===== src/rtl/block_bitmap_allocator_assert.svh =====
// assertion macros for the block bitmap allocator
`ifndef BLOCK_BITMAP_ALLOCATOR_ASSERT_SVH
`define BLOCK_BITMAP_ALLOCATOR_ASSERT_SVH
`ifndef SYNTHESIS
`define BBA_ASSERT_SAME(lbl, clk, rst, ante, cons) \
   lbl: assert property (@(posedge clk) disable iff (rst) (ante) |-> (cons)) \
      else $error("block bitmap allocator check failed");
`define BBA_ASSERT_NEXT(lbl, clk, rst, ante, cons) \
   lbl: assert property (@(posedge clk) disable iff (rst) (ante) |=> (cons)) \
      else $error("block bitmap allocator check failed");
`else
`define BBA_ASSERT_SAME(lbl, clk, rst, ante, cons)
`define BBA_ASSERT_NEXT(lbl, clk, rst, ante, cons)
`endif
`endif


===== src/rtl/bba_pkg.sv =====
// shared types and constants of the block bitmap allocator
package bba_pkg;

   localparam int BLOCK_W        = 12;
   localparam int COUNT_W        = 13;
   localparam int STATUS_W       = 2;
   localparam int NUM_BLOCKS_DEF = 4096;
   localparam int WORD_BITS_DEF  = 32;
   localparam logic [COUNT_W-1:0] COUNT_RESET = 13'd4096;

   typedef enum logic {
      OP_ALLOC = 1'b0,
      OP_FREE  = 1'b1
   } opcode_type;

   typedef enum logic [STATUS_W-1:0] {
      ST_OK            = 2'd0,
      ST_OUT_OF_BLOCKS = 2'd1,
      ST_FREE_FREE     = 2'd2,
      ST_OUT_OF_RANGE  = 2'd3
   } status_type;

   typedef enum logic [2:0] {
      S_IDLE,
      S_SCAN,
      S_FREE_RD,
      S_FREE_CHK,
      S_RESP
   } state_type;

endpackage


===== src/rtl/bba_bitmap.sv =====
// usage bitmap memory with per-row valid bits, one read and one write port
module bba_bitmap #(
   parameter int NUM_WORDS = bba_pkg::NUM_BLOCKS_DEF / bba_pkg::WORD_BITS_DEF,
   parameter int WORD_BITS = bba_pkg::WORD_BITS_DEF
) (
   input  logic                         clock,
   input  logic                         reset,
   input  logic                         rd_en,
   input  logic [$clog2(NUM_WORDS)-1:0] rd_addr,
   output logic [WORD_BITS-1:0]         rd_data,
   input  logic                         wr_en,
   input  logic [$clog2(NUM_WORDS)-1:0] wr_addr,
   input  logic [WORD_BITS-1:0]         wr_data
);

   logic [WORD_BITS-1:0] mem_ff [NUM_WORDS];
   logic [NUM_WORDS-1:0] row_valid_ff;
   logic [WORD_BITS-1:0] rd_raw_ff;
   logic                 rd_valid_ff;

   always_ff @(posedge clock) begin
      if (wr_en) begin
         mem_ff[wr_addr] <= wr_data;
      end
      if (rd_en) begin
         rd_raw_ff <= mem_ff[rd_addr];
      end
   end

   // a row never written reads as all free
   always_ff @(posedge clock) begin
      if (reset) begin
         row_valid_ff <= '0;
         rd_valid_ff  <= 1'b0;
      end else begin
         if (rd_en) begin
            rd_valid_ff <= row_valid_ff[rd_addr];
         end
         if (wr_en) begin
            row_valid_ff[wr_addr] <= 1'b1;
         end
      end
   end

   assign rd_data = rd_valid_ff ? rd_raw_ff : '0;

endmodule


===== config.mk =====
export PLATFORM = sky130hd
export DESIGN_NAME = bba_bitmap
export DESIGN_NICKNAME = d
export VERILOG_FILES = /design/src/rtl/block_bitmap_allocator_assert.svh /design/src/rtl/bba_pkg.sv /design/src/rtl/bba_bitmap.sv
export SDC_FILE = /design/constraint.sdc
export NUM_CORES = 2
export LEC_CHECK = 0
export CORE_UTILIZATION = 50
export CTS_BUF_LIST = sky130_fd_sc_hd__clkbuf_2 sky130_fd_sc_hd__clkbuf_4 sky130_fd_sc_hd__clkbuf_8
export CTS_CLUSTER_SIZE = 12
export DETAILED_ROUTE_END_ITERATION = 6
export DONT_BUFFER_PORTS = 1
export PLACE_DENSITY = 0.63
export SYNTH_ARGS = -nofsm -noshare
export SYNTH_HDL_FRONTEND = slang
export SYNTH_SLANG_ARGS = --single-unit

===== constraint.sdc =====
create_clock -name clock -period 5.5 [get_ports clock]
set_input_delay 1.375 -clock clock [delete_from_list [all_inputs] [get_ports clock]]
set_output_delay 1.375 -clock clock [all_outputs]
set_load 0.005 [all_outputs]

---- After elaboration in Yosys (flattened, before gate mapping) ----
Memories as Yosys holds them, arrays and structs flattened. A register that Yosys moved wholly into a read port is not among the register bits.
Cells that the tools add are included.
Widths: inputs -> output; s select.
word-level totals
  memories ................................ 1
  input bits .............................. 50
  word-level logic and storage cells ...... 15
  bits in registers ....................... 129
  RAM bits ................................ 4,096
  output and inout bits ................... 32
memory list
  name    depth  bits a word  rd ports  clocked after memory_dff  wr ports  line              RTL
  mem_ff  128    32           1         1                         1         bba_bitmap.sv:16  logic [WORD_BITS-1:0] mem_ff [NUM_WORDS];
operators by class
  order comparisons ....................... 3
  bitwise logic cells ..................... 1
  muxes and demuxes ....................... 7
  reductions and logical operators ........ 1
operators by type and width
  kind                count
  $or 128x128->128    1
  $mux 32             1
  $lt 7x8->1 const B  2
  $bmux 1 s7          1
  $demux 1 s7         1
  $ge 7x1->1 const B  1
  $mux 1              4
  $logic_and 1x1->1   1

---- Depth between registers and ports, before layout ----
  depth in word-level cells ............... 5
  depth in mapped cells ................... 11

---- Worst setup path before layout ----
No wires, ideal clock.
  path kind ............................... input -> register
  start ................................... input wr_addr[1]
  end ..................................... memory mem_ff[26][0] (netlist name) (enable)
  stages .................................. 5
  buffers on the path ..................... 2
  slack ................................... 1,067 ps
  data arrival time ....................... 4,010 ps
  data required time ...................... 5,077 ps
  setup time .............................. 423 ps
  cells stage by stage .................... clkbuf_1 or3b_2 or2_2 clkbuf_1 nor2_1
RTL lines
  what                line              RTL
  start: declaration  bba_bitmap.sv:12  input logic [$clog2(NUM_WORDS)-1:0] wr_addr,
  end: declaration    bba_bitmap.sv:16
No word-level cell before the write port.

==> flow_summary.ini <==
[worst_setup_path]
cp_max_fo = 135
cp_data_arrival_time_ns = 5.91
rr_startpoint = mem_ff[15][10]$_DFFE_PP_
r2r-end = rd_raw_ff[10]$_DFFE_PP_
reg2reg_depth = 5
path_class = primary input to register
endpoint = rd_raw_ff[10]$_DFFE_PP_
rrSetupSlack_ns = 2.85
cp_top_family = buffers and inverters
path_buf_inv = 3
cp.depth = 8
end_kind = register
slowest_delay_ns = 0.76
cp_cell_sequence = buf_16 -> buf_16 -> buf_16 -> mux4_2 -> mux4_2 -> mux4_2 -> nand2_1 -> nand2_1
startpoint = rd_addr[0]
startpoint_type = primary input
crit_slowest_cell = buf_16
cp.required_ns = 6.42

[timing]
worstMarginPinSlew_ns = 1.39
layout_min_cycle_time_ns = 4.99
period_share_pct = 90.7
setup_ws_ns = 0.512
finalSetupViolCount = 0
rsz0062_at_grt = no
slew_headroom_pct = 7.05
drv_slew = 0
hold_viol = 0
finClkSkew_ns = 0.0412
whs_ns = 0.267
max_freq_ghz = 0.200

[die]
io-pin-count = 82
die_h_microns = 571
start_util_pct = 50.3
core-area_sq_um = 321000
die_area_sq_um = 326000
die_w_microns = 571
std_cell_rows = 208

[power]
power_density_nw_per_um2 = 352
irDropWorstVdd_uv = 248
finalPower_w = 0.0641
leakagePower_nw = 56.2

[placed_design]
pre_cts_ws_ns = -1.57
hpwl_mm = 217
portBuffers = 0
dp.cells = 10800
gp_congestion = 0.807

[route]
drt-total-wl_mm = 420
dr.pass1.iters = 5
via_per_inst = 6.27
initialDrtViolationCount = 9985
antenna_left = 0
drcViolationCount = 0
avgRoutedWirePerCell_microns = 35.1
route.vias.total = 75000

[synthesis]
ys_seq_area_share_pct = 78.2
synth_cell_types = 36
syn-mean-instance-area_sq_um = 24.6
synthesis.nets = 6636
postSynthCellCount = 6586
ys_ff_latch = 4257
synth_top_area_share_pct = 76.6
synth_top_cell_by_area = edfxtp_1
ys_warn_count = 0
synth_area_sq_um = 162000
yosys-top-cells-area = edfxtp_1 (77%), mux4_2 (19%), dfxtp_1 (1.6%)

[global_routing]
grt_pass1_vias = 76500
grt_pass1_wl_mm = 587
grt_usage_pct = 26.0
grt_max_degree = 279
overflow = 0
antenna_found_initial = 42

[layout]
area_growth_pct = 12.4
drive_above_1_share_pct = 36.2
post-route-util_pct = 56.6
fin_cells = 12000
nets = 7189

[outcome]
status = completed

[clock_network]
post-cts-setup-buffers = 0
cts_tree = yes
holdBufCountCts = 0
clkSinkCount = 4257
cts_buffers = 667
worstSkewPairLatency_ns = 1.20
clockBufferDepth = 4
ctsRootBufferMaster = clkbuf_8
clkSlewWorstSetupHoldPaths_ns = 0.06
htree_levels = 6

[min_path]
hold_path.class = primary input to register

[flow_run]
drv_cap = 0
==> flip-flops by register name, summed over array words and instances (netlist names) <==
| signal | flops |
|---|---|
| mem_ff | 4096 |
| rd_raw_ff | 32 |
| rd_valid_ff | 1 |
| row_valid_ff | 128 |
==> synthesized netlist by cell type <==
cell / count
nand2b_1: 36
and3b_1: 1
edfxtp_1: 4128
nor2b_1: 8
o22ai_1: 3
mux2i_1: 5
buf_1: 47
o32a_1: 1
or3_1: 2
o311ai_0: 1
inv_1: 1
or2_2: 6
buf_6: 12
buf_4: 27
nor2_1: 388
o21ba_2: 2
mux2_2: 2
o21a_1: 2
nand3b_1: 7
a2111oi_0: 2
nand4b_1: 1
a311oi_1: 1
and2_1: 32
nand2_1: 75
buf_2: 100
o21ai_0: 1
nand4_1: 5
a211oi_1: 2
o211ai_1: 1
mux4_2: 1375
dfxtp_1: 129
clkbuf_1: 163
a21oi_1: 1
nor3_1: 4
or3b_2: 3
nand3_1: 12
==> metal layers <==
layer	part of all wire, %	wire length (microns)	vias up	track usage [%]
met1	39	165000	41100	36.9
met5	0.011	47	-	0
met2	48	201000	3862	40.7
met3	10	42700	539	6.03
li1	-	-	29600	-
met4	2.7	11400	8	7.33
==> kinds of logic (layout without fill, tap and decap cells) <==
logic type	count (synthesis)	count (layout)	synth area share, %
buf+inv	350	1409	1.01
compound gates	17	17	0.0812
mux	1382	1382	19.2
simple gates	580	580	1.53
flops	4257	4257	78.2
other cells	0	13	0
==> how the worst min path moves through the flow <==
stage / start / end / slack [ns] / cells past startpoint
6_report: reset / row_valid_ff[21]$_SDFFE_PP0P_ / 0.27 / 1
4_1_cts: wr_data[0] / mem_ff[56][0]$_DFFE_PP_ / 0.17 / 0
3_3_place_gp: row_valid_ff[62]$_SDFFE_PP0P_ / row_valid_ff[62]$_SDFFE_PP0P_ / 0.44 / 2
5_1_grt: reset / row_valid_ff[20]$_SDFFE_PP0P_ / 0.20 / 1
3_5_place_dp: row_valid_ff[127]$_SDFFE_PP0P_ / row_valid_ff[127]$_SDFFE_PP0P_ / 0.45 / 2
2_1_floorplan: row_valid_ff[50]$_SDFFE_PP0P_ / row_valid_ff[50]$_SDFFE_PP0P_ / 0.43 / 2
==> layout by cell type (no fill, tap or decap), types with 5 or more instances in the layout <==
cell type / n
and2_1: 32
nand2b_1: 36
clkinv_2: 59
nand2_1: 75
mux4_2: 1375
nor2_1: 260
clkbuf_8: 689
nand3_1: 11
nor2_4: 128
clkinvlp_4: 15
clkbuf_4: 210
mux2i_1: 5
buf_4: 167
nor2b_1: 8
dfxtp_1: 129
clkinv_1: 157
buf_12: 54
bufinv_16: 9
inv_6: 19
diode_2: 13
inv_8: 12
edfxtp_1: 4128
nand3b_1: 7
nand4_1: 5
or2_2: 6
buf_16: 9
==> stage by stage <==
step / cell area (sq um) / TNS, ns
final: 182000 / 0
after global routing: 182000 / 0
after CTS: 182000 / 0
after detailed placement: 169000 / -49.84
after global placement: 169000 / -53.98
after floorplan: 162000 / 0
==> timing repair <==
item                       4_1_cts  5_1_grt
resized for setup                0        0
cloned                           1        2
setup endpoints to repair       32       33
==> report_power, final <==
group	switching [W]	internal, W
logic	0.00131	0.00125
registers	0.0000633	0.0357
clock network	0.0123	0.0135
==> area by class of cell <==
| class | instances | area [sq um] |
|---|---|---|
| well taps | 4305 | 5390 |
| fillers | 23000 | 139000 |
| diodes | 13 | 32.5 |
| flip-flops and latches | 4257 | 127000 |
| inverters | 1 | 3.75 |
| clock inverters | 276 | 1650 |
| multi-input cells | 1979 | 34600 |
| repair buffers | 233 | 2670 |
| clock buffers | 899 | 11100 |
Note: power is estimated with default switching activity, not from simulation.
