$ cat src/rtl/block_bitmap_allocator_assert.svh
// assertion macros for the block bitmap allocator
`ifndef BLOCK_BITMAP_ALLOCATOR_ASSERT_SVH
`define BLOCK_BITMAP_ALLOCATOR_ASSERT_SVH
`ifndef SYNTHESIS
`define BBA_ASSERT_SAME(lbl, clk, rst, ante, cons) \
   lbl: assert property (@(posedge clk) disable iff (rst) (ante) |-> (cons)) \
      else $error("block bitmap allocator check failed");
`define BBA_ASSERT_NEXT(lbl, clk, rst, ante, cons) \
   lbl: assert property (@(posedge clk) disable iff (rst) (ante) |=> (cons)) \
      else $error("block bitmap allocator check failed");
`else
`define BBA_ASSERT_SAME(lbl, clk, rst, ante, cons)
`define BBA_ASSERT_NEXT(lbl, clk, rst, ante, cons)
`endif
`endif

$ cat src/rtl/bba_pkg.sv
// shared types and constants of the block bitmap allocator
package bba_pkg;

   localparam int BLOCK_W        = 12;
   localparam int COUNT_W        = 13;
   localparam int STATUS_W       = 2;
   localparam int NUM_BLOCKS_DEF = 4096;
   localparam int WORD_BITS_DEF  = 32;
   localparam logic [COUNT_W-1:0] COUNT_RESET = 13'd4096;

   typedef enum logic {
      OP_ALLOC = 1'b0,
      OP_FREE  = 1'b1
   } opcode_type;

   typedef enum logic [STATUS_W-1:0] {
      ST_OK            = 2'd0,
      ST_OUT_OF_BLOCKS = 2'd1,
      ST_FREE_FREE     = 2'd2,
      ST_OUT_OF_RANGE  = 2'd3
   } status_type;

   typedef enum logic [2:0] {
      S_IDLE,
      S_SCAN,
      S_FREE_RD,
      S_FREE_CHK,
      S_RESP
   } state_type;

endpackage

$ cat src/rtl/bba_find_free.sv
// masks one bitmap word to the managed range and finds its lowest free bit
module bba_find_free #(
   parameter int WORD_BITS = bba_pkg::WORD_BITS_DEF,
   parameter int WADDR_W   = 7,
   parameter int CNT_W     = 13
) (
   input  logic [WORD_BITS-1:0]         word_data,
   input  logic [WADDR_W-1:0]           word_index,
   input  logic [CNT_W-1:0]             count,
   output logic                         found,
   output logic [$clog2(WORD_BITS)-1:0] bit_index
);

   localparam int BIT_W = $clog2(WORD_BITS);

   logic [CNT_W-1:0]     base;
   logic [CNT_W-1:0]     remaining;
   logic [WORD_BITS-1:0] in_range;
   logic [WORD_BITS-1:0] avail;

   assign base      = CNT_W'({word_index, BIT_W'(0)});
   assign remaining = count - base;

   always_comb begin
      for (int i = 0; i < WORD_BITS; i++) begin
         in_range[i] = CNT_W'(i) < remaining;
      end
   end

   assign avail = ~word_data & in_range;
   assign found = |avail;

   // priority encoder, lowest set bit wins
   always_comb begin
      bit_index = '0;
      for (int i = WORD_BITS - 1; i >= 0; i--) begin
         if (avail[i]) begin
            bit_index = BIT_W'(i);
         end
      end
   end

endmodule

$ cat config.mk
export PLATFORM = sky130hd
export DESIGN_NAME = bba_find_free
export DESIGN_NICKNAME = d
export VERILOG_FILES = /design/src/rtl/block_bitmap_allocator_assert.svh /design/src/rtl/bba_pkg.sv /design/src/rtl/bba_find_free.sv
export SDC_FILE = /design/constraint.sdc
export NUM_CORES = 1
export LEC_CHECK = 0
export BUFFER_PORTS_ARGS = -buffer_cell sky130_fd_sc_hd__clkbuf_2
export CORE_MARGIN = 3
export CORE_UTILIZATION = 35
export DETAILED_ROUTE_END_ITERATION = 16
export PLACE_DENSITY = 0.68
export SLEW_MARGIN = 20
export SYNTH_ARGS = -nofsm -noshare
export SYNTH_HDL_FRONTEND = slang
export SYNTH_SLANG_ARGS = --single-unit
$ cat constraint.sdc
create_clock -name vclk -period 4.1
set_input_delay 0.82 -clock vclk [all_inputs]
set_output_delay 0.82 -clock vclk [all_outputs]
set_load 0.1 [all_outputs]
After elaboration in Yosys (flattened, before gate mapping)
Cells that the tools add are included.
- register bits: 0
- latch bits: 0
- bits in writable memories: 0
- ROM bits: 0
- input port bits: 52
- output and inout bits: 6
- word-level logic and storage cells: 68
- memories kept: 0
- add/sub/neg operators: 1
- multiply operators: 0
- divide/modulo/power cells: 0
- magnitude comparators: 32
- eq/ne operators: 0
- shifts and indexed selects: 0
- multiplexer cells: 32
- bitwise gates (word level): 2
- reductions and logical operators: 1
- operators with widths (operator ; count):
    $lt A5 B13 Y1 const A ; 16
    $mux W5 ; 32
    $lt A4 B13 Y1 const A ; 8
    $lt A3 B13 Y1 const A ; 4
    $and A32 B32 Y32 ; 1
    $not A32 Y32 ; 1
    $reduce_or A32 Y1 ; 1
    $lt A1 B13 Y1 const A ; 2
    $lt A2 B13 Y1 const A ; 2
    $sub A13 B12 Y13 ; 1

Longest topological paths before layout
Gate-level depths: netlist of the first run.
- word-level depth: 35
- mapped depth: 14
- gate-level depth less buffers: 13

Worst setup path before layout of the first run
No wires, ideal clock.
- path type: in2out
- start: input count[5]
- end: output bit_index[2]
- arrival: 5267 ps
- data required time: 3280 ps
- setup slack: -1987 ps
- stages: 13
- buffers on the path: 0
- path through: inv_1 > ha_1 > inv_1 > fa_1 > xnor2_1 > nand3b_1 > or3_4 > a211oi_4 > a22o_1 > o21ai_0 > o21bai_1 > a21bo_1 > a211oi_1
- longest elaborated chain between the ends: 35
- elaborated cells on any way between the ends: 66
- classes of those cells: add/sub (1); order compare (32); mux (32); bitwise (1)
- RTL lines (element ; line ; RTL):
    start, declared ; bba_find_free.sv:9 ; input logic [CNT_W-1:0] count,
    $sub A13 B12 Y13 * ; bba_find_free.sv:22 ; assign remaining = count - base;
    $lt A5 B13 Y1 ; bba_find_free.sv:26 ; in_range[i] = CNT_W'(i) < remaining;
    $and A32 B32 Y32 * ; bba_find_free.sv:30 ; assign avail = ~word_data & in_range;
    $mux W5 (31 in a row) ; bba_find_free.sv:37 ; if (avail[i]) begin
    $mux W5 * ; bba_find_free.sv:37 ;
    end, declared ; bba_find_free.sv:11 ; output logic [$clog2(WORD_BITS)-1:0] bit_index
Mark *: on every way between the ends. The rest lies on a longest branch, timed or not.

Worst setup path in the final report of the first run
Same ends and word-level chain as after synthesis.

==> results of run 1 <==
final cells by class:
type	count	area [um^2]	area share (%)
inverter	16	72.6	3.17
multi-input combinational	191	1490	65.0
timing repair buffer	93	667	29.2
tap	48	60.1	2.63
power groups by stage:
stage / logic, mW / clock network [mW] / registers, mW
3_5_place_dp: 0.203 / 0 / 0
5_1_grt: 0.244 / 0 / 0
6_report: 0.225 / 0 / 0
2_1_floorplan: 0.124 / 0 / 0
3_3_place_gp: 0.201 / 0 / 0
4_1_cts: 0.217 / 0 / 0
cell families (layout without fill, tap and decap cells):
family          count (synthesis)  in the layout  share of synthesized area, %
compound gates                100            100                          53.4
simple gates                   81             81                          31.7
buf+inv                        21            109                          6.10
fa+ha+maj                       8              8                          7.60
xor+xnor                        2              2                          1.24
per-layer routing:
layer	part of all wire [%]	global-route usage, %	wire length [um]	vias to the layer above
met4	0.97	1.28	48	0
met2	50	35.6	2500	74
met1	43	23.9	2110	894
met5	0	0	0	-
met3	6.1	1.88	304	7
li1	-	-	-	989
metrics by stage:
stage,TNS (ns),hold slack [ns],area [um^2],instances,utilization (%)
after floorplan,-3.20,1.98,1520,212,-
after CTS,-3.16,2.14,2240,345,59.4
after detailed placement,-3.67,2.13,2140,341,56.8
after global routing,-3.63,2.17,2290,348,60.7
final,-2.93,2.14,2290,348,60.7
after global placement,-3.34,2.13,2140,341,56.8
repair_timing:
item                       CTS  global route
pin swaps                   18            12
resized for setup           14             5
setup endpoints to repair    6             6
setup buffers                4             3
hold buffers                 0             0
path summary, 6_finish.rpt:
path / start / end / slack, ns
max: count[5] / bit_index[2] / -0.51
min: word_data[0] / bit_index[0] / 2.14
worst max-delay path, stage by stage:
cell and delay [ns]:
clkbuf_16 0.13, inv_12 0.04, ha_4 0.11, inv_2 0.03, fa_2 0.36, xnor2_2 0.16
nand3b_1 0.13, or3_4 0.44, a211oi_4 0.29, buf_4 0.18, a22o_1 0.15, o21ai_1 0.08
o21bai_1 0.18, a21bo_4 0.23, a211oi_4 0.23, buf_12 0.21
placed cells by master, fill, tap and decap left out, types with 5 or more instances in the layout:
master,n
buf_4,34
and2_1,6
clkbuf_2,51
nand3_1,5
a21oi_1,18
o21bai_1,5
ha_1,6
nand2_1,11
nor2_1,24
buf_12,6
a22o_1,6
inv_1,14
o21ai_0,15
a21o_1,6
==> flow_metrics.tcl, run 1 <==
set metrics [dict create \
    switchingPower_uw 122 \
    via_per_inst 5.64 \
    antenna_found_initial 0 \
    maxCapViolCount 0 \
    worst_slack_ns -0.510 \
    grt_max_degree 14 \
    violations "negative setup slack" \
    wl_per_cell_um 14.3 \
    worstPathRequired_ns 3.28 \
    die_area_mm2 0.00485 \
    seq_power_share_pct 0 \
    p_per_area_mw_per_mm2 98.2 \
    synth_nets 272 \
    row_count 22 \
    grt_pass1_vias 1822 \
    timing.fmax_mhz 217 \
    ios 58 \
    design.core.area_mm2 0.00377 \
    seq_cell_count 0 \
    nFillCells 349 \
    drive_gt1_share_pct 45.0 \
    seq_area_um2 0 \
    overflow 0 \
    firstDrtPassIters 4 \
    clockBufferCount 0 \
    cp-end-kind "output port" \
    gp_congestion 0.952 \
    syn_area_mm2 0.00142 \
    critPathArrivalTime_ns 3.79 \
    critPathLaunchType "input port" \
    clockPowerShare_pct 0 \
    start_util_pct 37.6 \
    hp-class "in -> out" \
    synth.yosys.seq_area_share_pct 0 \
    dp_slack_ns -0.634 \
    yosysUniqueCellTypes 60 \
    finalWirelength_um 4960 \
    die_w_um 69.6 \
    syn_to_final_growth_pct 61.5 \
    fin_crit_ns 4.61 \
    tightestPinTransition_ns 0.484 \
    dieHeight_um 69.6 \
    power_uw 225 \
    report.final.slew_viol_count 0 \
    synthTopCellsByCount "nor2_1, a21oi_1, inv_1, o21ai_0, nand2_1" \
    grt_pass1_wl_um 8000 \
    numPortBuffers 58 \
    syn_avg_cell_area_um2 6.68 \
    track_usage_pct 18.8 \
    vdd_drop_max_mv 0.0630 \
    synth_top_area_share_pct 7.42 \
    drt_drc_violations_left 0 \
    switching_share_pct 54.3 \
    rsz0062_at_grt "true" \
    final_net_count 362 \
    synth.area.top_cells "a21oi_1, nor2_1, ha_1, o21ai_0, inv_1" \
    vias 1964 \
    p_int_uw 103 \
    drt_iter0_markers 167 \
    whs_path_depth 4 \
    synth_cells 212 \
    synth_top_area_cell "a21oi_1" \
    layout_worst_path_cycle_share_pct 112 \
    diodes 0 \
    slew_headroom_pct 67.4 \
    cp_max_fo 4 \
    yosysMostFrequentCell "nor2_1" \
    crit_type "in -> out" \
    power_frac_comb_pct 100.0 \
    finalSetupViolCount 6 \
    leakage_nw 0.998 \
    hold_viol_final 0 \
    outcome "finished with violations" \
    final_antenna_net_count 0 \
    dp_hpwl_um 4180 \
    synth_warnings 0 \
]
Note: power is estimated with default switching activity, not from simulation.
==> inputs of run 2 (changes only) <==
--- a/config.mk
+++ b/config.mk
@@ -10,7 +10,9 @@
 export CORE_UTILIZATION = 35
 export DETAILED_ROUTE_END_ITERATION = 16
 export PLACE_DENSITY = 0.68
+export REMOVE_ABC_BUFFERS = 1
 export SLEW_MARGIN = 20
 export SYNTH_ARGS = -nofsm -noshare
 export SYNTH_HDL_FRONTEND = slang
 export SYNTH_SLANG_ARGS = --single-unit
+export TNS_END_PERCENT = 20
==> flow_metrics.tcl, run 2 (synthesis gave the netlist of run 1 again) <==
set metrics [dict create \
    outcome "finished with violations" \
    violations "negative setup slack" \
    cp_slowest_cell "fa_2" \
    drive_gt1_share_pct 45.2 \
    dieHeight_um 69.6 \
    cp_cell_sequence "clkbuf_2 > inv_2 > ha_4 > inv_2 > fa_2 > and3_4 > nor4_4 > o22ai_2 > a2111oi_4 > buf_4 > a31oi_4 > buf_6 > a2111oi_4 > o311ai_1 > nand2_1 > buf_12" \
    layout_commonest_cell "clkbuf_2" \
    seq_area_um2 0 \
    seq_cell_count 0 \
    finalWirelength_um 5090 \
    critPathLaunchType "input port" \
    numPortBuffers 58 \
    final_net_count 367 \
    antenna_found_initial 0 \
    hp-class "in -> out" \
    diodes 0 \
    gp_congestion 0.928 \
    design.core.area_mm2 0.00377 \
    grt_max_degree 15 \
    final_cells 353 \
    worst_slack_ns -0.456 \
    fin_crit_ns 4.56 \
    rsz0062_at_grt "true" \
    slew_headroom_pct 67.1 \
    critPathTopFamily "compound AO/OA/AOI/OAI gates" \
    hold_viol_final 0 \
    ios 58 \
    p_per_area_mw_per_mm2 101 \
    worstPathRequired_ns 3.28 \
    grt_pass1_vias 1971 \
    wl_per_cell_um 14.4 \
    timing.fmax_mhz 219 \
    grt_pass1_wl_um 8910 \
    final_util_pct 60.1 \
    critPathArrivalTime_ns 3.74 \
    overflow 0 \
    via_per_inst 5.71 \
    final_antenna_net_count 0 \
    leakage_nw 1.01 \
    syn_to_final_growth_pct 60.0 \
    die_w_um 69.6 \
    crit_path_max_incr_delay_ns 0.36 \
    maxCapViolCount 0 \
    dp_slack_ns -0.715 \
    clockBufferCount 0 \
    cp-end-kind "output port" \
    dp_hpwl_um 4130 \
    crit_type "in -> out" \
    power_uw 228 \
    crit_buf_inv 6 \
    vdd_drop_max_mv 0.0581 \
    report.final.slew_viol_count 0 \
    vias 2014 \
    track_usage_pct 20.9 \
    die_area_mm2 0.00485 \
    dp.cells 348 \
    finalSetupViolCount 6 \
    tightestPinTransition_ns 0.493 \
    cp_max_fo 6 \
    drt_iter0_markers 206 \
    row_count 22 \
    drt_drc_violations_left 0 \
    layout_common_cells "clkbuf_2, buf_4, nor2_1" \
    cts_hold_buf 0 \
    layout_worst_path_cycle_share_pct 111 \
    firstDrtPassIters 4 \
    start_util_pct 37.6 \
]
-- run 2: cell types whose count changed in the layout (fill, tap and decap cells not counted), sizes merged --
cell and delta:
buf +5
-- run 2: area by class of cell --
type	count	area, um^2
well taps	48	60.1
fillers	347	1510
inverters	16	60.1
multi-input cells	191	1460
repair buffers	98	688
-- run 2: where the power goes --
part / switching, mW / internal (mW) / leakage [nW] / total, mW
combinational: 0.125 / 0.103 / 1.01 / 0.228
sequential: 0 / 0 / 0 / 0
clock: 0 / 0 / 0 / 0
total: 0.125 / 0.103 / 1.01 / 0.228
-- run 2: layer usage --
metal / vias up / routed length [um] / GRT usage (%)
met4: 0 / 38 / 3.19
met2: 88 / 2370 / 35.2
li1: 1001 / - / -
met1: 921 / 2260 / 29.5
met5: - / 0 / 0
met3: 4 / 416 / 1.45
-- run 2: final timing paths --
kind,from,end,slack (ns),cells after the start
setup / recovery,count[5],bit_index[0],-0.46,16
hold / removal,word_data[0],bit_index[0],2.17,4
-- run 2: timing repair --
action                     CTS  global route
setup endpoints to repair    6             6
pin swaps                   17             0
setup buffers                5             0
resized for setup           27             4
-- run 2: through the flow --
stage / setup TNS [ns] / instance area [um^2] / hold WS, ns
after detailed placement: -3.74 / 2090 / 2.17
after CTS: -2.36 / 2250 / 2.16
final: -2.52 / 2270 / 2.17
after global placement: -3.38 / 2090 / 2.16
after floorplan: -8.50 / 1390 / 2.17
after global routing: -3.44 / 2270 / 2.20
==> inputs of run 3 (changes only) <==
--- a/config.mk
+++ b/config.mk
@@ -6,10 +6,12 @@
 export NUM_CORES = 1
 export LEC_CHECK = 0
 export BUFFER_PORTS_ARGS = -buffer_cell sky130_fd_sc_hd__clkbuf_2
+export CORE_ASPECT_RATIO = 1.2
 export CORE_MARGIN = 3
-export CORE_UTILIZATION = 35
+export CORE_UTILIZATION = 45
 export DETAILED_ROUTE_END_ITERATION = 16
-export PLACE_DENSITY = 0.68
+export MAX_ROUTING_LAYER = met4
+export PLACE_DENSITY = 0.82
 export REMOVE_ABC_BUFFERS = 1
 export SLEW_MARGIN = 20
 export SYNTH_ARGS = -nofsm -noshare
==> flow_metrics.tcl, run 3 (synthesis gave the netlist of run 1 again) <==
set metrics [dict create \
    diodes 0 \
    antenna_found_initial 0 \
    firstDrtPassIters 7 \
    seq_area_um2 0 \
    cp_cell_sequence "clkbuf_2 > inv_2 > ha_4 > inv_2 > fa_2 > nand3b_1 > or3_4 > buf_6 > a211oi_4 > buf_6 > a21oi_2 > a211o_1 > a2111oi_4 > o311ai_2 > nand2_2 > buf_12" \
    violations "negative setup slack" \
    rsz0062_at_grt "true" \
    crit_type "in -> out" \
    layout_common_cells "clkbuf_2, buf_4, nor2_1" \
    power_uw 223 \
    cp-startpoint "count[5]" \
    crit_path_max_incr_delay_ns 0.42 \
    finalSetupViolCount 6 \
    seq_cell_count 0 \
    worst_slack_ns -0.552 \
    critPathLaunchType "input port" \
    slew_headroom_pct 66.6 \
    cts_hold_buf 0 \
    grt_max_degree 15 \
    placed_cell_area_mm2 0.00207 \
    layout_commonest_cell "clkbuf_2" \
    numPortBuffers 58 \
    whs_path_depth 4 \
    finalSetupTns_ns -3.02 \
    outcome "finished with violations" \
    hp-start "word_data[0]" \
    multi_input_comb_area_mm2 0.00144 \
    design.core.area_mm2 0.00289 \
    switchingPower_uw 124 \
    dp_slack_ns -0.832 \
    cp_max_fo 5 \
    clockPowerShare_pct 0 \
    drt_drc_violations_left 0 \
    clockBufferCount 0 \
    seq_power_share_pct 0 \
    maxCapViolCount 0 \
    worstPathRequired_ns 3.28 \
    finalWirelength_um 5330 \
    wl_per_cell_um 15.8 \
    tightestPinTransition_ns 0.499 \
    switching_share_pct 55.7 \
    grt_pass1_vias 2042 \
    final_antenna_net_count 0 \
    fin_crit_ns 4.65 \
    track_usage_pct 28.4 \
    drive_gt1_share_pct 43.0 \
    final_net_count 364 \
    nFillCells 214 \
    leakage_nw 0.990 \
    vdd_drop_max_mv 0.0664 \
    gp_congestion 0.911 \
    hp-class "in -> out" \
    p_per_area_mw_per_mm2 101 \
    die_w_um 57.2 \
    p_int_uw 98.6 \
    dieHeight_um 67.5 \
    via_per_inst 6.31 \
    whs_ns 2.19 \
    hold_viol_final 0 \
    vias 2119 \
    syn_to_final_growth_pct 56.2 \
    ios 58 \
    start_util_pct 49.0 \
    dp_hpwl_um 4200 \
    critPathArrivalTime_ns 3.83 \
    cp-end-kind "output port" \
    power_frac_comb_pct 100.0 \
    row_count 21 \
    report.final.slew_viol_count 0 \
    final_area_mm2 0.00221 \
    timing.fmax_mhz 215 \
    die_area_mm2 0.00386 \
    overflow 0 \
    drt_iter0_markers 170 \
    layout_worst_path_cycle_share_pct 113 \
    grt_pass1_wl_um 8850 \
    cp_slowest_cell "fa_2" \
]
-- run 3: path summary, 6_finish.rpt --
path,to,slack (ns)
min,bit_index[0],2.19
max,bit_index[0],-0.55
-- run 3: what timing repair did --
action | 4_1_cts | 5_1_grt
setup endpoints to repair | 6 | 6
setup buffers | 2 | 0
pin swaps | 19 | 4
cloned | 1 | 0
resized for setup | 24 | 5
-- run 3: metrics by stage --
stage	std cells	util [%]
after detailed placement	333	71.6
after CTS	336	75.9
final	336	76.5
after global routing	336	76.5
after global placement	333	71.6
after floorplan	207	-
-- run 3: area by class of cell --
class | instances | share of cell area, %
Multi-Input combinational cell | 191 | 65.2
Timing Repair Buffer | 95 | 30.1
Inverter | 16 | 2.71
Tap cell | 34 | 1.92
-- run 3: layer usage --
metal	wire length, um	track usage [%]	vias to the layer above
met2	2720	52.0	130
met5	0	-	-
met4	93	6.96	0
met3	463	1.34	13
met1	2050	34.2	982
li1	-	-	994
-- run 3: power groups by stage --
stage | Clock (mW) | Sequential (mW) | Combinational, mW
2_1_floorplan | 0 | 0 | 0.113
3_3_place_gp | 0 | 0 | 0.197
3_5_place_dp | 0 | 0 | 0.203
4_1_cts | 0 | 0 | 0.215
5_1_grt | 0 | 0 | 0.240
6_report | 0 | 0 | 0.223
-- run 3: worst max-delay path: cells and delay by family --
family / cells / cell delay, ns
AOI/OAI and AO/OA: 5 / 1.01
adders and majority gates: 2 / 0.57
buffers and inverters: 6 / 0.65
and+or+nand+nor: 3 / 0.77
